`src/design/asl_pkg.sv`:
```
// ----------------------------------------------------------------------------
// asl_pkg - shared definitions for the audio stutter loop unit
// Holds the default frame and loop sizes, the frame mode codes and the
// command that the control logic hands to the loop store.
// ----------------------------------------------------------------------------
package asl_pkg;

  localparam int unsigned FRAME_SAMPLES_DEF = 48;
  localparam int unsigned LOOP_FRAMES_DEF   = 63;
  localparam int unsigned SAMPLE_W          = 32;
  localparam int unsigned PAIR_W            = 2 * SAMPLE_W;

  // Operating mode of one frame, fixed on its first pair
  typedef enum logic [2:0] {
    MODE_BYPASS = 3'b001,
    MODE_RECORD = 3'b010,
    MODE_LOOP   = 3'b100
  } mode_t;

  // Access to the loop store for one item: at most one of the two is set
  typedef struct packed {
    logic wr_en;
    logic rd_en;
  } mem_cmd_t;

endpackage

```
`src/design/asl_ctrl.sv`:
```
// ----------------------------------------------------------------------------
// asl_ctrl - frame and loop control
// Tracks the frame position, samples the enable level at frame start and
// steps the record and play indexes; issues at most one store access per item.
// ----------------------------------------------------------------------------
module asl_ctrl #(
  parameter int unsigned FRAME_SAMPLES = asl_pkg::FRAME_SAMPLES_DEF,
  parameter int unsigned LOOP_DEPTH    = asl_pkg::FRAME_SAMPLES_DEF * asl_pkg::LOOP_FRAMES_DEF,
  parameter int unsigned ADDR_W        = 12
) (
  input  logic                     clk,
  input  logic                     rst,
  input  logic                     take,
  input  logic                     enable,
  output asl_pkg::mem_cmd_t        cmd,
  output logic [ADDR_W-1:0]        addr
);

  localparam int unsigned POS_W = (FRAME_SAMPLES > 1) ? $clog2(FRAME_SAMPLES) : 1;
  localparam logic [POS_W-1:0]  LAST_POS  = POS_W'(FRAME_SAMPLES - 1);
  localparam logic [ADDR_W-1:0] LAST_ADDR = ADDR_W'(LOOP_DEPTH - 1);

  logic [POS_W-1:0]  frame_position, frame_position_next;
  logic [ADDR_W-1:0] record_index, record_index_next;
  logic [ADDR_W-1:0] play_index, play_index_next;
  logic              is_recording, is_recording_next;
  logic              is_looping, is_looping_next;
  logic              last_enable, last_enable_next;
  asl_pkg::mode_t    frame_mode, frame_mode_next;

  always_comb begin
    frame_position_next = frame_position;
    record_index_next   = record_index;
    play_index_next     = play_index;
    is_recording_next   = is_recording;
    is_looping_next     = is_looping;
    last_enable_next    = last_enable;
    frame_mode_next     = frame_mode;
    cmd                 = '0;
    addr                = play_index;

    // Sample the enable level on the first pair of a frame only
    if (frame_position == '0) begin
      if (enable && !last_enable) begin
        is_recording_next = 1'b1;
        is_looping_next   = 1'b0;
        record_index_next = '0;
        play_index_next   = '0;
      end
      if (!enable) begin
        is_recording_next = 1'b0;
        is_looping_next   = 1'b0;
      end
      last_enable_next = enable;
      if (is_recording_next) begin
        frame_mode_next = asl_pkg::MODE_RECORD;
      end else if (is_looping_next) begin
        frame_mode_next = asl_pkg::MODE_LOOP;
      end else begin
        frame_mode_next = asl_pkg::MODE_BYPASS;
      end
    end

    case (frame_mode_next)
      asl_pkg::MODE_RECORD: begin
        if (is_recording_next) begin
          cmd.wr_en = 1'b1;
          addr      = record_index_next;
          if (record_index_next == LAST_ADDR) begin
            is_recording_next = 1'b0;
            is_looping_next   = 1'b1;
            record_index_next = '0;
          end else begin
            record_index_next = record_index_next + 1'b1;
          end
        end
      end
      asl_pkg::MODE_LOOP: begin
        cmd.rd_en = 1'b1;
        addr      = play_index_next;
        if (play_index_next == LAST_ADDR) begin
          play_index_next = '0;
        end else begin
          play_index_next = play_index_next + 1'b1;
        end
      end
      default: begin
      end
    endcase

    if (frame_position == LAST_POS) begin
      frame_position_next = '0;
    end else begin
      frame_position_next = frame_position + 1'b1;
    end

    if (!take) begin
      cmd = '0;
    end
  end

  always_ff @(posedge clk) begin
    if (rst) begin
      frame_position <= '0;
      record_index   <= '0;
      play_index     <= '0;
      is_recording   <= 1'b0;
      is_looping     <= 1'b0;
      last_enable    <= 1'b0;
      frame_mode     <= asl_pkg::MODE_BYPASS;
    end else if (take) begin
      frame_position <= frame_position_next;
      record_index   <= record_index_next;
      play_index     <= play_index_next;
      is_recording   <= is_recording_next;
      is_looping     <= is_looping_next;
      last_enable    <= last_enable_next;
      frame_mode     <= frame_mode_next;
    end
  end

endmodule

```
`config.mk`:
```
export PLATFORM = sky130hd
export DESIGN_NAME = asl_ctrl
export DESIGN_NICKNAME = d
export VERILOG_FILES = /design/src/design/asl_pkg.sv /design/src/design/asl_ctrl.sv
export SDC_FILE = /design/constraint.sdc
export NUM_CORES = 1
export LEC_CHECK = 0
export BUFFER_PORTS_ARGS = -buffer_cell sky130_fd_sc_hd__buf_2
export CORE_ASPECT_RATIO = 0.75
export CORE_MARGIN = 3
export CORE_UTILIZATION = 50
export CTS_CLUSTER_SIZE = 16
export DETAILED_ROUTE_END_ITERATION = 10
export GPL_TIMING_DRIVEN = 0
export PLACE_DENSITY_LB_ADDON = 0.08
export SLEW_MARGIN = 0
export SYNTH_ARGS = -nofsm -noshare
export SYNTH_HDL_FRONTEND = slang
export SYNTH_SLANG_ARGS = --single-unit
```
`constraint.sdc`:
```
create_clock -name clk -period 6.51 [get_ports clk]
set_input_delay 1.302 -clock clk [delete_from_list [all_inputs] [get_ports clk]]
set_output_delay 1.302 -clock clk [all_outputs]
set_load 0.02 [all_outputs]
```
==> impl_results.md, run 1 <==
- # hold bufs at CTS: 0
- Final Cycle Share: approximately 67%
- Status: completed
- Die Y: about 65 µm
- Clock-pin slew on the worst setup and hold paths: 0.07 ns
- Nets@finish: between 300 and 400
- IO Count: 18
- Antenna violations before repair: 0
- Max_slew headroom: a little over half
- Clock latency on the worst-skew pair: 0.29 ns
- Area of the multi-input gates: between 1500 and 2000 µm²
- Crit. End Element: primary output
- Antenna cells: 0
- PD cells: 178.4 nW/µm²
- Startpoint types: input port
- Via count: about 2600
- Filler cells: 415
- Worst setup margin: between 2 and 2.5 ns
- Worst hold path startpoint: record_index[1]
- Final Slew Violations: 0
- Leakage: 0.8772 nW
- Crit path cell chain: buf_2, nor4bb_1, nand2_1, clkbuf_1, nand2_1, o21ai_0, buf_2
- Synthesized Nets: between 300 and 400
- Final TNS setup: 0 ns
- RSZ-0062 raised after global routing: no
- FF+latch area: roughly 720 µm²
- Max-capacitance violation count: 0
- Number of synthesized flops with an enable pin: 0
- R2r startpoint: frame_position[0]
- CTS Buf Count: 5
- CTS H-tree depth: 2
- Sequential-to-total area share from yosys stat: between 30 and 40%
- Number of DRC markers in iteration 0: slightly above 200
- Worst stage delay on the critical path: between 0.5 and 0.6 ns
- First-pass GRT wire length: between 10 and 15 mm
- Core Box Area: between 4000 and 5000 µm²
- Hold WS: between 0.5 and 0.6 ns
- Mapped Area: 2357 µm²
- Layout cells sized above 1: a little over a tenth
- Via-to-Cell Ratio: around 6.4
- Yosys warning total: 0
- Hold Path Class: flop to flop
- Number of I/O port buffers: 17
- Hold Fails Final Rpt: 0
- Largest net degree at the start of global routing: 14
- DRT antenna net count: 0
- Avg Cell Area, Syn: around 7.3 µm²
- Clock root cell: clkbuf_8
- CTS tree: done
- Detailed Place HPWL: between 4 and 5 mm
- Row cnt: 20
- Share of flip-flops with an asynchronous set or reset: 0%
- Top FF cell, synth: dfxtp_1
- Final Skew: about 0.0054 ns
- Worst Path Arrival: 3.09 ns
- Pre-CTS setup slack: 2.003 ns
- Wire length per cell: 16.18 µm
- Die area: between 5000 and 6000 µm²
- DRC violations left: 0
- Crit path max fanout: 10
- Post-cts repair resize count: 0
- Vias in the first global route: approximately 2300
- Final min period: 4.387 ns
- Worst setup path category: input port to primary output
- #FFs+latches synth: 36
- Worst Max-Slew Pin Slew: around 0.7 ns
- Post-CTS Setup Repair Bufs: 0
- Syn-to-layout area delta: 10.46%
- Most common cell after layout, fill and taps aside: nand2_1
- Final Setup Violations: 0
- Peak VDD IR: between 0.1 and 0.15 mV
- DIE WIDTH: 85.29 µm
- CP Launch Point: enable
- Most frequent cells in the layout: 54 x nand2_1, 36 x dfxtp_1, 25 x nor2_1
- Largest delay contributor family on the critical path: simple AND/OR/NAND/NOR gates
- CTS sink cnt: 36
- Grt total ovfl: 0
- Initial core utilization: a little under three fifths
- Gr usage total: 24.88%
- Routed wire length: 6.519 mm
- Clock buffer depth: 2
- Crit path buffers/inverters: 3
- Slowest-stage cell, CP: nor4bb_1
- Gpl congestion: 0.9483
- Cells after synthesis: roughly 320
- CP Data Required Time: 5.21 ns
- TritonRoute pass-1 iters: 5
- FMAX: ~230 MHz
- Yosys cell types: 57
cell families (layout without fill, tap and decap cells):
family,after synthesis,count (layout),share of synthesized area [%]
xor+xnor,4,4,1.486
simple gates,161,161,34.93
mux,3,3,1.327
fa+ha+maj,4,4,2.123
flops,36,36,30.57
buf+inv,34,59,5.732
compound gates,81,81,23.83
Yosys cell counts (all sizes together) (4+ instances only):
cell      n  share of area [%]
a31oi    14                3.7
a211oi    4                1.3
buf       5                1.1
inv      12                1.9
nand2b    6                1.6
dfxtp    36                 31
nor2     25                4.0
nand2    54                8.6
a21oi    13                2.8
nor3     10                2.6
clkbuf   16                2.5
and2      5                1.3
o2111ai   5                1.9
nand4    14                3.7
o21ai    19                4.2
or3       8                2.3
nand3    21                4.5
and3      6                1.6
ha        4                2.1
worst register-to-register path: cells and delay by family (launching register included):
kind            cells  cell delay [ns]
simple gates        5             1.53
compound gates      3             1.02
buf+inv             3             0.46
fa+ha+maj           2             0.43
flops               1             0.35
worst paths after layout:
path / cells past startpoint / to / slack (ns)
max: 7 / addr[0] / 2.12
min: 2 / record_index[1] / 0.52
max reg2reg: 13 / record_index[6] / 2.65
min reg2reg: 2 / record_index[1] / 0.52
layer usage:
layer / GRT usage [%] / wire length [µm] / share of wire [%]
met1: 37.64 / 3177 / 49
met2: 35.27 / 2747 / 42
met3: 4.511 / 509 / 7.8
met4: 7.708 / 84 / 1.3
met5: 0 / 0 / 0
registers in the layout, summed over array words and instances (netlist names):
signal	flops
play_index	12
last_enable	1
record_index	12
is_recording	1
frame_position	6
is_looping	1
frame_mode	3
power by group:
part           switching [mW]  leakage [nW]  internal [mW]  total, mW
logic                  0.0504         0.546         0.0210     0.0715
registers             0.00559         0.291          0.224      0.230
clock network          0.0872        0.0404         0.0758      0.163
total                   0.143         0.877          0.321      0.465
final cells by class:
class,instances,share of cell area (%)
repair buffers,17,3.268
clock inverters,3,0.9130
inverters,13,1.874
multi-input cells,253,57.66
flip-flops and latches,36,27.68
plain buffers,21,3.316
well taps,55,2.643
clock buffers,5,2.643
stage by stage:
stage               instance area (µm²)  cells  util, %  total power, mW
floorplan                          2357    323        -           0.2857
detailed placement                 2511    395    58.68           0.3048
global route                       2604    403    60.85           0.4914
CTS                                2604    403    60.85           0.4671
finish                             2604    403    60.85           0.4645
global placement                   2511    395    58.68           0.3045
No activity file was read; power rests on OpenSTA's default activity.
==> run 2: changes to the inputs <==
ABC_AREA = 1   (was default)
clock period = 4.1 ns   (was 6.51 ns; I/O delays follow)
==> run 2 against run 1 <==
  * Routed wire length rose by 20%
  * Largest power group unchanged
  * Clock-buffer cell count increased by 1
  * Via count up 12%
  * Hold slack worse by 0.053 ns
  * Design area grew 18%
  * Core utilization decreased by 1.1 points
  * Die area increased by 18%
  * Clock skew hardly changed
==> impl_results.md, run 2 <==
- Final Slew Violations: 0 (unchanged)
- Max_slew headroom: 55.05% (+3.0 points)
- Share of flip-flops with an asynchronous set or reset: 0% (unchanged)
- Area contributors post-synth: dfxtp_1 26%, nand2_1 15%, a21oi_1 6.2%
- Yosys warning total: 0 (unchanged)
- Synthesized Nets: 434 (+31%)
- Initial core utilization: 54.57% (-0.52 points)
- CP Data Required Time: 3.28 ns (-1.93 ns)
- Nets@finish: 458 (+29%)
- Avg Cell Area, Syn: 6.594 µm² (-9.6%)
- Most frequent cells after synthesis: 110 x nand2_1, 46 x inv_1, 43 x nor2_1, 36 x dfxtp_1, 35 x a21oi_1
- Largest delay contributor family on the critical path: simple AND/OR/NAND/NOR gates
- Worst Max-Slew Pin Slew: 0.6742 ns (-0.04538 ns)
- Sequential power share: 47.2% (-2.3 points)
- DRT antenna net count: 0 (unchanged)
- Gr usage total: 24.90% (about the same)
- Pre-CTS setup slack: 0.9251 ns (-1.078 ns)
- Internal power: 0.5350 mW (+67%)
- DRC violations left: 0 (unchanged)
- Antenna violations before repair: 0 (unchanged)
- Crit path max fanout: 10 (unchanged)
- Crit path buffers/inverters: 4 (+1)
- Status: completed
- Clock latency on the worst-skew pair: 0.30 ns (about the same)
- Hold Fails Final Rpt: 0 (unchanged)
- Comb pwr share: 18.4% (+3.0 points)
- Worst setup margin: 0.7649 ns (-1.358 ns)
- Clock power frac: 34.4% (-0.7 points)
- Sw Share: 31.65% (+0.80 points)
- Number of DRC markers in iteration 0: 308 (+50%)
- Area of the multi-input gates: 1793 µm² (+19%)
- Hold Path Class: flop to flop
- Core Box Area: 5147 µm² (+20%)
- FMAX: 299.8 MHz
- Post-cts repair resize count: 0 (unchanged)
- Top FF cell, synth: dfxtp_1
- Final min period: between 3 and 4 ns
- Die Y: 70.91 µm (+8.3%)
- DIE WIDTH: 92.55 µm (+8.5%)
- Max-capacitance violation count: 0 (unchanged)
- Grt total ovfl: 0 (unchanged)
- Largest net degree at the start of global routing: 12 (-2)
- Clock buffer depth: 2 (unchanged)
- Most common cell after layout, fill and taps aside: nand2_1
- Count leader, synth: nand2_1
- Detailed Place HPWL: 5.862 mm (+22%)
- Yosys cell types: 41 (-28%)
- Syn-to-layout area delta: 9.532%
- PD cells: 254.4 nW/µm² (+43%)
- Cells after synthesis: 426 (+32%)
- Worst setup path category: flop to primary output
- Peak VDD IR: 0.1648 mV (+38%)
- Vias in the first global route: 2565 (+12%)
- CP Depth: 12 (+5)
- Gpl congestion: 0.9342 (-1.5%)
- Filler cells: 523 (+26%)
- CTS Buf Count: 5 (unchanged)
- Startpoint types: flop
- CTS tree: done
- Number of synthesized flops with an enable pin: 0 (unchanged)
- # hold bufs at CTS: 0 (unchanged)
- Worst Path Arrival: 2.52 ns (-0.57 ns)
- Slowest-stage cell, CP: dfxtp_1
- Row cnt: 22 (+10%)
- Hold Crit Depth: 2 (unchanged)
- Largest registers: play_index (12), record_index (12), frame_position (6)
- Most frequent cells in the layout: 110 x nand2_1, 46 x inv_1, 43 x nor2_1
- Top cell type's share of synthesized area: 25.66% (-4.9 points)
- CTS H-tree depth: 2 (unchanged)
- Die area: 6562 µm² (+18%)
- First-pass GRT wire length: 12.92 mm (+16%)
- Mapped Area: 2809 µm² (+19%)
- Antenna cells: 0 (unchanged)
- Crit. End Element: primary output
- Cell count of the worst reg-to-reg path: 15 (+2)
- Switching power: 0.2477 mW (+73%)
- Via-to-Cell Ratio: 5.486 (-14%)
- RSZ-0062 raised after global routing: no
- IO Count: 18 (unchanged)
- Leakage: 1.204 nW (+37%)
- Clock root cell: clkbuf_8
- Routed wire length: 7.805 mm (+20%)
- Final Setup Violations: 0 (unchanged)
- Post-CTS Setup Repair Bufs: 0 (unchanged)
- Final TNS setup: 0 ns (unchanged)
- Number of I/O port buffers: 17 (unchanged)
- FF+latch area: 720.7 µm² (unchanged)
- Wire length per cell: 14.92 µm (-7.7%)
- Clock-pin slew on the worst setup and hold paths: 0.07 ns (about the same)
- Worst stage delay on the critical path: 0.38 ns (-0.13 ns)
- Final Skew: 0.005465 ns (+0.00004705 ns)
- Via count: 2869 (+12%)
- Crit path cell chain: inv_1, ha_1, nand3_4, nand2_1, nand2_4, nand2_2, nor2_4, nand2_4, buf_6, buf_6, o221ai_2, buf_2
- Final Cycle Share: between 80% and 90%
- TritonRoute pass-1 iters: 5 (unchanged)
- Yosys top cell by area: dfxtp_1
- Layout cells sized above 1: 18.40% (+7.8 points)
- CTS sink cnt: 36 (unchanged)
- #FFs+latches synth: 36 (unchanged)
- Sequential-to-total area share from yosys stat: 25.66% (-4.9 points)
[run 2: cell count changes after synthesis, sizes merged, moves of 8 or more]
cell	previous run	this run
a21oi	13	37
a31oi	14	1
clkbuf	16	7
inv	12	54
nand2	54	120
nand3	21	38
nor2	25	60
or3	8	0
[run 2: final cells by class]
| type | count | share of cell area, % |
|---|---|---|
| Clock buffer | 6 | 2.684 |
| Inverter | 54 | 6.669 |
| Buffer | 15 | 2.928 |
| Sequential cell | 36 | 23.42 |
| Timing Repair Buffer | 17 | 2.765 |
| Multi-Input combinational cell | 321 | 58.28 |
| Tap cell | 72 | 2.928 |
| Clock inverter | 2 | 0.3253 |
[run 2: power by group through the flow]
stage / Combinational, mW / Sequential, mW / Clock, mW
after floorplan: 0.107 / 0.375 / 0
after global placement: 0.140 / 0.377 / 0
after detailed placement: 0.142 / 0.377 / 0
after CTS: 0.143 / 0.369 / 0.276
after global routing: 0.158 / 0.371 / 0.292
final: 0.144 / 0.369 / 0.269
[run 2: layer usage]
metal | vias to the layer above | GRT usage [%] | part of all wire, %
li1 | 1447 | - | -
met3 | 13 | 3.826 | 8.6
met5 | - | 0 | 0
met4 | 0 | 7.743 | 1.2
met1 | 1281 | 39.49 | 50
met2 | 128 | 33.76 | 40
[run 2: through the flow]
step	hold WS [ns]	cells	total power, mW	util (%)	instance area, µm²
after global routing	0.4904	523	0.8215	59.77	3077
after detailed placement	0.4561	515	0.5194	57.97	2984
after floorplan	0.4392	426	0.4818	-	2809
after global placement	0.4514	515	0.5174	57.97	2984
final	0.4645	523	0.7827	59.77	3077
after CTS	0.4668	523	0.7874	59.77	3077
[run 2: path summary, 6_finish.rpt]
path                                        start             to  slack, ns
worst max-delay path            frame_position[0]        addr[5]       0.76
worst min-delay path                frame_mode[1]  frame_mode[1]       0.46
worst max register to register  frame_position[0]  play_index[9]       1.21
worst min register to register      frame_mode[1]  frame_mode[1]       0.46
[run 2: cell families (layout without fill, tap and decap cells)]
| kind of cell | count (synthesis) | in the layout | share of synthesized area (%) |
|---|---|---|---|
| adder cells (fa/ha/maj) | 4 | 4 | 1.782 |
| AND/OR/NAND/NOR | 234 | 234 | 42.27 |
| AO/OA/AOI/OAI | 75 | 75 | 17.28 |
| buffers and inverters | 69 | 94 | 10.51 |
| XOR/XNOR | 8 | 8 | 2.495 |
| flip-flops | 36 | 36 | 25.66 |
[run 2: worst reg2reg max path: stages, from the launching register on]
cell and delay [ns]:
dfxtp_1 0.38, inv_1 0.07, ha_1 0.25, nand3_4 0.19, nor2_8 0.08, buf_6 0.16, buf_2 0.20, nor2_1 0.19
ha_1 0.25, nand2_1 0.11, nor4_1 0.20, nand4_1 0.20, nor2_1 0.22, nor2_4 0.09, nand3_1 0.10, a21oi_1 0.06
==> run 3: changes to the inputs <==
ABC_AREA = 0   (was 1)
clock period = 3.12 ns   (was 4.1 ns; I/O delays follow)
==> run 3 against run 2 <==
  * Clock-buffer cell count decreased by 1
  * Routed wire length decreased by 12%
  * Clock power increased by 27%
==> impl_results.md, run 3 (synthesis results as in run 1) <==
- R2r startpoint: frame_position[0]
- Initial core utilization: 55.09% (+0.52 points)
- Met3 GRT Util: 4.511% (+0.69 points)
- Status: completed
- Via-to-Cell Ratio: 6.319 (+15%)
- Placement Cell Area: 2511 µm² (-16%)
- Clock buffer depth: 2 (unchanged)
- Leakage: 0.9520 nW (-21%)
- Hold Path Class: flop to flop
- Core Box Area: 4279 µm² (-17%)
- Met2 Track Usage GR: 35.56% (+1.8 points)
- Largest net degree at the start of global routing: 14 (+2)
- Overall power: 1.004 mW (+28%)
- Hold Fails Final Rpt: 0 (unchanged)
- Final min period: between 2 and 3 ns
- Peak VDD IR: 0.2529 mV (+53%)
- First-pass GRT wire length: 11.27 mm (-13%)
- Gpl congestion: 0.9483 (+1.5%)
- Hold WS: 0.5191 ns (+0.05454 ns)
- Worst setup endpoint: addr[7]
- DRT antenna net count: 0 (unchanged)
- Cell count of the worst reg-to-reg path: 13 (-2)
- Worst setup path category: flop to primary output
- Clock latency on the worst-skew pair: 0.30 ns (about the same)
- Final Slew Violations: 0 (unchanged)
- Most frequent cells in the layout: 53 x nand2_1, 35 x dfxtp_1, 24 x nor2_1
- Die Y: 65.47 µm (-7.7%)
- Largest registers: play_index (12), record_index (12), frame_position (6)
- Gr usage total: 25.15% (+0.25 points)
- Worst flop-to-flop path endpoint: record_index[6]
- Final TNS setup: 0 ns (unchanged)
- Nets@finish: 366 (-20%)
- Number of I/O port buffers: 17 (unchanged)
- Max-capacitance violation count: 0 (unchanged)
- M1 GR Usage: 38.18% (-1.3 points)
- Grt total ovfl: 0 (unchanged)
- Worst Path Arrival: 2.36 ns (-0.16 ns)
- Clock root cell: clkbuf_8
- Routed wire length: 6.835 mm (-12%)
- IO Count: 18 (unchanged)
- PD cells: 361.8 nW/µm² (+42%)
- Clock-pin slew on the worst setup and hold paths: 0.08 ns (about the same)
- Crit. End Element: primary output
- Startpoint types: flop
- Most common cell after layout, fill and taps aside: nand2_1
- TritonRoute pass-1 iters: 6 (+1)
- Vias in the first global route: 2311 (-9.9%)
- Hold Crit Depth: 2 (unchanged)
- Worst Max-Slew Pin Slew: 0.7044 ns (+0.03020 ns)
- Final Cycle Share: roughly 95%
- DIE WIDTH: 85.29 µm (-7.8%)
- R2r setup slk: 0.20 ns (-1.01 ns)
- CP Launch Point: frame_position[1]
- Antenna cells: 0 (unchanged)
- FMAX: 335.6 MHz
- CTS H-tree depth: 2 (unchanged)
- Final Skew: 0.007679 ns (+0.002214 ns)
- Finished Layout Cells: 414 (-21%)
- Dpl cells: 395 (-23%)
- Final instance area: 2775 µm² (-9.8%)
- Max_slew headroom: 53.04% (-2.0 points)
- CTS sink cnt: 36 (unchanged)
- Number of DRC markers in iteration 0: 311 (+0.97%)
- Layout cells sized above 1: 16.99% (-1.4 points)
- Row cnt: 20 (-9.1%)
- DRC violations left: 0 (unchanged)
- Crit path max fanout: 10 (unchanged)
- CTS Buf Count: 5 (unchanged)
- Detailed Place HPWL: 4.818 mm (-18%)
- Final Setup Violations: 0 (unchanged)
- Top Usage Layer GRT: met1
- Die area: 5583 µm² (-15%)
- CP Data Required Time: 2.50 ns (-0.78 ns)
- Antenna violations before repair: 0 (unchanged)
- Syn-to-layout area delta: 17.73%
- Wire length per cell: 16.51 µm (+11%)
- Via count: 2616 (-8.8%)
- CTS tree: done
==> run 3: cell count changes in the layout (fill, tap and decap cells not counted), moves of 6 or more <==
cell	delta
nand2_1	-57
a21oi_1	-23
nor2_1	-19
nand3_1	-12
inv_1	-34
nor3_1	+6
a31oi_1	+13
nor2_4	-9
nand2b_1	+6
inv_2	-7
buf_4	+11
or3_1	+7
==> run 3: power breakdown <==
part	leakage, nW	internal (mW)	switching (mW)	total [mW]
logic	0.620	0.0644	0.117	0.181
registers	0.291	0.469	0.0130	0.482
clock network	0.0404	0.158	0.183	0.341
total	0.952	0.691	0.313	1.00
==> run 3: through the flow <==
stage | setup slack, ns | util (%)
after floorplan | 0.02456 | -
after global placement | -0.7052 | 58.68
after detailed placement | -0.7090 | 58.68
after CTS | -0.06780 | 62.05
after global routing | -0.02555 | 64.85
final | 0.1405 | 64.85
==> run 3: repair_timing <==
action | 4_1_cts | 5_1_grt
pin swaps | 0 | 5
hold buffers | 0 | 0
setup endpoints to repair | 27 | 27
hold endpoints to repair | 0 | 0
resized for setup | 13 | 10
setup buffers | 0 | 12
==> run 3: cell type report <==
class                   instances  area [µm²]
inverters                      13       48.80
well taps                      55       68.82
repair buffers                 29       175.2
flip-flops and latches         36       721.9
clock buffers                   5       68.82
fillers                       398        1504
plain buffers                  20       95.09
multi-input cells             253        1573
clock inverters                 3       23.77
==> run 3: routing by layer <==
metal  wire [µm]  vias to the layer above  share of wire (%)
met5           0                        -                  0
met4          87                        0                1.3
met3         535                       11                7.8
met2        2953                      128                 43
met1        3259                     1218                 48
li1            -                     1259                  -
==> run 3: how the worst min path moves through the flow <==
stage	from	to	slack, ns
finish	record_index[1]	record_index[1]	0.52
global route	record_index[1]	record_index[1]	0.54
CTS	record_index[1]	record_index[1]	0.51
detailed placement	record_index[1]	record_index[1]	0.50
global placement	record_index[1]	record_index[1]	0.49
floorplan	is_looping	is_looping	0.46
==> run 3: worst max-delay path, cell delays in order (launching register included) <==
cell      delay, ns
dfxtp_1        0.38
inv_1          0.06
ha_1           0.21
nor2b_2        0.22
and4_1         0.22
buf_4          0.17
nor2_4         0.18
clkbuf_4       0.22
nand2_1        0.06
o31ai_1        0.10
buf_2          0.23
